===== src/hw/rtl/pip_pkg.sv =====
`timescale 1ns / 1ps
// ---------------------------------------------------------------------------
// pip_pkg
// Shared constants and controller/datapath interface types.
// ---------------------------------------------------------------------------
package pip_pkg;

  localparam int VERTEX_COUNT_DEF = 16;
  localparam int COORD_W          = 20;
  localparam int SLOT_W           = 4;
  localparam int DIFF_W           = COORD_W + 1;
  localparam int PROD_W           = 2 * DIFF_W;

  localparam logic KIND_LOAD  = 1'b0;
  localparam logic KIND_QUERY = 1'b1;

  // Controller to datapath.
  typedef struct packed {
    logic wr_en;   // write incoming vertex
    logic pt_ld;   // latch query point, clear parity
    logic rd_en;   // read one vertex
    logic first;   // this read opens the sweep
  } pip_cmd_t;

  // Datapath to controller.
  typedef struct packed {
    logic busy;     // read or edge pipeline still holds work
    logic in_poly;  // box check and parity of the finished sweep
  } pip_sts_t;

endpackage


===== src/hw/rtl/pip_dp.sv =====
`timescale 1ns / 1ps
// ---------------------------------------------------------------------------
// pip_dp
// Vertex memory, bounding box tracker and edge crossing pipeline.
// ---------------------------------------------------------------------------
module pip_dp #(
  parameter int VERTEX_COUNT = pip_pkg::VERTEX_COUNT_DEF,
  localparam int AW = $clog2(VERTEX_COUNT)
) (
  input  logic                               clk_i,
  input  logic                               rst_ni,
  input  pip_pkg::pip_cmd_t                  cmd_i,
  input  logic [AW-1:0]                      rd_addr_i,
  input  logic [pip_pkg::SLOT_W-1:0]         vertex_slot_i,
  input  logic signed [pip_pkg::COORD_W-1:0] coord_x_i,
  input  logic signed [pip_pkg::COORD_W-1:0] coord_y_i,
  output pip_pkg::pip_sts_t                  sts_o
);

  localparam int CW = pip_pkg::COORD_W;
  localparam int DW = pip_pkg::DIFF_W;
  localparam int PW = pip_pkg::PROD_W;

  // Vertex memory, y in the upper half
  logic [2*CW-1:0]         mem_q [VERTEX_COUNT];
  logic [VERTEX_COUNT-1:0] vld_q;
  logic [2*CW-1:0]         rd_data_q;
  logic                    rd_vld_q;

  logic          slot_ok;
  logic [AW-1:0] wr_addr;

  assign slot_ok = 32'(vertex_slot_i) < 32'(VERTEX_COUNT);
  assign wr_addr = AW'(vertex_slot_i);

  always_ff @(posedge clk_i) begin
    if (cmd_i.wr_en && slot_ok) begin
      mem_q[wr_addr] <= {coord_y_i, coord_x_i};
    end
    if (cmd_i.rd_en) begin
      rd_data_q <= mem_q[rd_addr_i];
    end
  end

  always_ff @(posedge clk_i or negedge rst_ni) begin
    if (!rst_ni) begin
      vld_q    <= '0;
      rd_vld_q <= 1'b0;
    end else begin
      if (cmd_i.wr_en && slot_ok) begin
        vld_q[wr_addr] <= 1'b1;
      end
      if (cmd_i.rd_en) begin
        rd_vld_q <= vld_q[rd_addr_i];
      end
    end
  end

  // Stage 1: current vertex against the previous one
  logic s1_vld_q, s1_first_q, s2_vld_q;
  logic signed [CW-1:0] cur_x, cur_y;
  logic signed [CW-1:0] px_q, py_q, prev_x_q, prev_y_q;
  logic signed [CW-1:0] min_x_q, max_x_q, min_y_q, max_y_q;
  logic signed [DW-1:0] dx_p, dy, dx_e, dy_p;
  logic signed [PW-1:0] lhs_d, rhs_d, lhs_q, rhs_q;
  logic                 straddle_d, straddle_q, dy_pos_q;
  logic                 parity_q, left, box_out;

  // Unwritten entries read as the origin
  assign cur_x = rd_vld_q ? $signed(rd_data_q[CW-1:0])    : '0;
  assign cur_y = rd_vld_q ? $signed(rd_data_q[2*CW-1:CW]) : '0;

  assign dx_p = DW'(px_q)     - DW'(cur_x);
  assign dy   = DW'(prev_y_q) - DW'(cur_y);
  assign dx_e = DW'(prev_x_q) - DW'(cur_x);
  assign dy_p = DW'(py_q)     - DW'(cur_y);

  assign lhs_d      = PW'(dx_p) * PW'(dy);
  assign rhs_d      = PW'(dx_e) * PW'(dy_p);
  assign straddle_d = (cur_y >= py_q) != (prev_y_q >= py_q);

  always_ff @(posedge clk_i or negedge rst_ni) begin
    if (!rst_ni) begin
      s1_vld_q   <= 1'b0;
      s1_first_q <= 1'b0;
      s2_vld_q   <= 1'b0;
      parity_q   <= 1'b0;
    end else begin
      s1_vld_q   <= cmd_i.rd_en;
      s1_first_q <= cmd_i.first;
      s2_vld_q   <= s1_vld_q && !s1_first_q;
      if (cmd_i.pt_ld) begin
        parity_q <= 1'b0;
      end else if (s2_vld_q && straddle_q && left) begin
        parity_q <= !parity_q;
      end
    end
  end

  always_ff @(posedge clk_i) begin
    if (cmd_i.pt_ld) begin
      px_q <= coord_x_i;
      py_q <= coord_y_i;
    end
    if (s1_vld_q) begin
      prev_x_q   <= cur_x;
      prev_y_q   <= cur_y;
      lhs_q      <= lhs_d;
      rhs_q      <= rhs_d;
      straddle_q <= straddle_d;
      dy_pos_q   <= !dy[DW-1];
      if (s1_first_q) begin
        min_x_q <= cur_x;
        max_x_q <= cur_x;
        min_y_q <= cur_y;
        max_y_q <= cur_y;
      end else begin
        if (cur_x < min_x_q) min_x_q <= cur_x;
        if (cur_x > max_x_q) max_x_q <= cur_x;
        if (cur_y < min_y_q) min_y_q <= cur_y;
        if (cur_y > max_y_q) max_y_q <= cur_y;
      end
    end
  end

  // Stage 2: sign-corrected crossing compare
  assign left = dy_pos_q ? (lhs_q <= rhs_q) : (lhs_q >= rhs_q);

  assign box_out = (px_q < min_x_q) || (py_q < min_y_q) ||
                   (px_q > max_x_q) || (py_q > max_y_q);

  assign sts_o.busy    = s1_vld_q || s2_vld_q;
  assign sts_o.in_poly = parity_q && !box_out;

endmodule


===== config.mk =====
export PLATFORM = sky130hd
export DESIGN_NAME = pip_dp
export DESIGN_NICKNAME = d
export VERILOG_FILES = /design/src/hw/rtl/pip_pkg.sv /design/src/hw/rtl/pip_dp.sv
export SDC_FILE = /design/constraint.sdc
export NUM_CORES = 2
export LEC_CHECK = 0
export ABC_AREA = 1
export BUFFER_PORTS_ARGS = -buffer_cell sky130_fd_sc_hd__buf_2
export CAP_MARGIN = 20
export CELL_PAD_IN_SITES_DETAIL_PLACEMENT = 1
export CELL_PAD_IN_SITES_GLOBAL_PLACEMENT = 1
export CORE_ASPECT_RATIO = 2
export CORE_MARGIN = 2
export CORE_UTILIZATION = 47
export CTS_CLUSTER_SIZE = 12
export DETAILED_ROUTE_END_ITERATION = 6
export HOLD_SLACK_MARGIN = 0.03
export PLACE_DENSITY = 0.84
export SLEW_MARGIN = 20
export SYNTH_ARGS = -nofsm -noshare
export SYNTH_HDL_FRONTEND = slang
export SYNTH_SLANG_ARGS = --single-unit

===== constraint.sdc =====
create_clock -name clk_i -period 7.6 [get_ports clk_i]
set_input_delay 0.76 -clock clk_i [delete_from_list [all_inputs] [get_ports clk_i]]
set_output_delay 0.76 -clock clk_i [all_outputs]
set_load 0.01 [all_outputs]

==> parameters.txt <==
Parameter                              Value

Global routing
  Largest net degree at the start of global routing    ~180
  Number of antenna violations at the first check in global routing    48
  Total gr overflow    0
  Total routing usage reported by global routing    a little over two fifths
  Wire length of the first global-routing pass    about 500 mm
  Vias in the first global route    slightly below 80000

Setup path
  Crit path capture type    register
  Worst reg-to-reg path cell count    35
  Slowest library cell on the worst path    sky130_fd_sc_hd__fa_2
  Worst Path Max Fanout    8
  Delay of the slowest cell on the worst path    around 850 ps
  Arr. time, crit path    approximately 10000 ps
  Number of buffers and inverters on the critical path    12
  Worst reg2reg path endpoint    rhs_q[40]$_DFFE_PP_
  Cell repeated most along the worst path    sky130_fd_sc_hd__fa_1
  Critical Path Source    rd_vld_q$_DFFE_PN0P_
  Number of cells on the critical path    35
  CP Launch Type    register
  Setup slack, reg-to-reg    -2220 ps
  Worst R2R Start    rd_vld_q$_DFFE_PN0P_
  Dominant delay contributor by cell family on the critical path    adder cells
  Required time at the worst-slack endpoint    about 8200 ps
  Setup Crit Path Kind    reg -> reg

Drt
  Violation count after the first detailed-routing iteration    ~8400
  Number of DRC violations after detailed routing    4
  Count of vias placed by the detailed router    71000
  Drt pass-1 iters    7
  Antenna-violating nets left    0
  Total wire length after detailed routing    slightly above 400 mm
  Via-per-instance ratio    roughly 6.5
  Routed length per placed instance    between 30 and 40 um

Synthesis
  Yosys warns    0
  Net count after synthesis    a little over 9000
  Share of flip-flops with an asynchronous set or reset after synthesis    2.22%
  Complex-gate fraction of the synthesized area    under 10%
  Largest family of logic cells by synthesized area    adder cells
  Proportion of netlist area held by the largest area contributor    36.0%
  Total standard cell area after synthesis    0.0772 sq mm
  Xor/xnor share of the synthesized area    1.78%
  Predominant post-synthesis flop cell    sky130_fd_sc_hd__edfxtp_1
  Synth Instances    approximately 7600
  Largest cells by area after synthesis    sky130_fd_sc_hd__edfxtp_1 (36%), sky130_fd_sc_hd__fa_1 (24%), sky130_fd_sc_hd__ha_1 (8.5%)
  Post-synthesis mux area share    1.65%
  Synth cell types    60
  Flip-flop and latch count after synthesis    around 950
  Post-Synth Simple-Gate Area    11.9%
  Adder-cell area share of the yosys netlist    between 30% and 40%
  Most common library cells after synthesis    sky130_fd_sc_hd__inv_1 (1483), sky130_fd_sc_hd__nand2_1 (1220), sky130_fd_sc_hd__edfxtp_1 (926)
  Most frequently used cell type in the post-synthesis netlist    sky130_fd_sc_hd__inv_1
  Post-synth EDFFs    between 900 and 1000
  Sequential area share after synthesis    a little under two fifths
  Cell taking the most area after synthesis    sky130_fd_sc_hd__edfxtp_1
  Average cell area after synthesis    between 10 and 15 sq um

Final layout
  Register cell area after layout    between 0.02 and 0.03 sq mm
  Fraction of the core area covered by cells at the end of the flow    between 50% and 60%
  Final net count    between 10000 and 15000
  Total of fill cells in the finished design    17200
  Share of layout cells above drive strength 1    26.3%
  Area of the multi-input gates    between 0.04 and 0.05 sq mm
  Layout Area Growth over Synthesis    26.0%

Place
  RePlAce Congestion    just over 1
  Final HPWL DP    235 mm
  IO Port Bufs    55

Die
  Top-level port count    56
  Initial Utilization    a little under half
  Die H    between 500 and 600 um
  Core region area    roughly 0.16 sq mm
  Total die area    0.168 sq mm
  Cell Rows    210
  Chip Width    between 200 and 300 um

Run status
  Violations in the final reports    DRC, setup timing
  Outcome    complete, but fails checks

CTS
  Clock input transition at the sequential cells of the worst setup and hold paths    around 80 ps
  Clock tree from TritonCTS    built
  Clock insertion delay at the later pin of the skew report    810 ps
  Cell at the root of the clock tree    sky130_fd_sc_hd__clkbuf_16
  CTS sink cnt    between 900 and 1000
  Number of buffers created by CTS    about 90
  Longest Clk Path Bufs    3
  # H-tree levels    3

STA
  Final number of max-transition violations    0
  Final critical delay including setup and external delays    9820 ps
  Count of final hold-check violations    0
  Final clock skew    79.8 ps
  Unrepaired setup endpoints after global routing    yes
  Period Utilization, post-route    129%
  Slew HR    7.87%
  Setup-violating endpoint count in the final report    69
  Transition time at the pin with the least slew margin    1370 ps
  Maximum clock frequency    between 100 and 150 MHz
  Setup slack after layout    -2220 ps

Worst hold path
  Hold WC Path Type    in -> async

Job
  Max capacitance violation total    0
placed cells by master, fill, tap and decap left out, types with 29 or more instances in the layout:
master,Yosys,final
sky130_fd_sc_hd__fa_2,0,123
sky130_fd_sc_hd__nand2_1,1220,1079
sky130_fd_sc_hd__o21ai_0,276,222
sky130_fd_sc_hd__xor2_1,94,64
sky130_fd_sc_hd__fa_1,922,799
sky130_fd_sc_hd__nor2_1,745,629
sky130_fd_sc_hd__o221ai_1,129,128
sky130_fd_sc_hd__inv_1,1483,1368
sky130_fd_sc_hd__edfxtp_1,926,926
sky130_fd_sc_hd__buf_6,3,80
sky130_fd_sc_hd__nand3_1,168,143
sky130_fd_sc_hd__buf_12,0,94
sky130_fd_sc_hd__clkbuf_16,0,94
sky130_fd_sc_hd__nand2_4,0,45
sky130_fd_sc_hd__buf_4,3,1040
sky130_fd_sc_hd__nand4_1,53,53
sky130_fd_sc_hd__xor2_2,10,29
sky130_fd_sc_hd__a21oi_2,3,72
sky130_fd_sc_hd__inv_2,15,109
sky130_fd_sc_hd__nor2_4,0,46
sky130_fd_sc_hd__o21ai_1,6,34
sky130_fd_sc_hd__xnor2_1,39,33
sky130_fd_sc_hd__mux2i_1,127,127
sky130_fd_sc_hd__nand2_2,8,102
sky130_fd_sc_hd__o211ai_1,44,44
sky130_fd_sc_hd__clkbuf_1,142,32
sky130_fd_sc_hd__o32ai_1,33,33
sky130_fd_sc_hd__ha_1,522,413
sky130_fd_sc_hd__buf_2,67,52
sky130_fd_sc_hd__ha_4,0,101
sky130_fd_sc_hd__a21oi_1,261,172
sky130_fd_sc_hd__nor2_2,1,71
how the worst max path moves through the flow:
stage | slack (ps) | to
6_report | -2220 | rhs_q[40]$_DFFE_PP_
5_1_grt | -2040 | rhs_q[40]$_DFFE_PP_
2_1_floorplan | -20 | rhs_q[39]$_DFFE_PP_
3_5_place_dp | -1440 | rhs_q[38]$_DFFE_PP_
3_3_place_gp | -1230 | rhs_q[38]$_DFFE_PP_
4_1_cts | -740 | rhs_q[38]$_DFFE_PP_
per-stage QoR:
step | hold WS, ps | cell area [sq um] | worst slack, ps | setup TNS (ps) | cells
detailed placement | 457 | 88600 | -1440 | -59670 | 10600
finish | 47.5 | 97300 | -2220 | -96250 | 10900
floorplan | 403 | 77600 | -20.7 | -20.7 | 7565
global route | 61.0 | 97300 | -2040 | -95830 | 10900
global placement | 435 | 88600 | -1230 | -42840 | 10600
CTS | 75.0 | 95000 | -736 | -29910 | 10800
state kept, by name, indices dropped and copies added, names as in the netlist, 40 cells and up:
| signal | flops |
|---|---|
| rd_data_q | 40 |
| rhs_q | 42 |
| mem_q | 640 |
| lhs_q | 42 |
kinds of logic after synthesis:
group | Yosys count
buffers and inverters | 1732
AND/OR/NAND/NOR | 2290
multiplexers | 127
flip-flops | 947
XOR/XNOR | 146
AO/OA/AOI/OAI | 879
adder cells (fa/ha/maj) | 1444
cell type report:
type                       instances  share of cell area (%)
tap                             2120                    2.73
clock buffer                     128                    2.55
sequential                       947                    29.1
clock inverter                    14                   0.278
multi-input combinational       4886                    48.0
inverter                        1505                    5.89
timing repair buffer            1277                    11.4
antenna                           27                  0.0694
worst reg2reg max path: cells and delay by family (launching register included):
family / cells / cell delay (ps)
adder cells (fa/ha/maj): 9 / 4670
buffers and inverters: 12 / 1860
XOR/XNOR: 1 / 190
flip-flops: 1 / 470
AND/OR/NAND/NOR: 13 / 2430
metal layers:
layer	global-route usage, %	routed length [um]	part of all wire (%)	vias to the layer above
met4	48.3	59300	15	48
met5	0.312	791	0.19	-
met2	71.4	187000	46	6346
met1	36.4	111000	27	34600
met3	12.6	50300	12	3366
li1	-	-	-	26700
timing repair:
item	4_1_cts	5_1_grt
resized for setup	651	463
pin swaps	221	208
endpoints found under the setup margin	66	67
hold buffers	0	0
buffers inserted	108	48
cloned	2	1
Power is not shown: default switching activity piles up to over one toggle a cycle in this logic, so the estimate is an artifact.
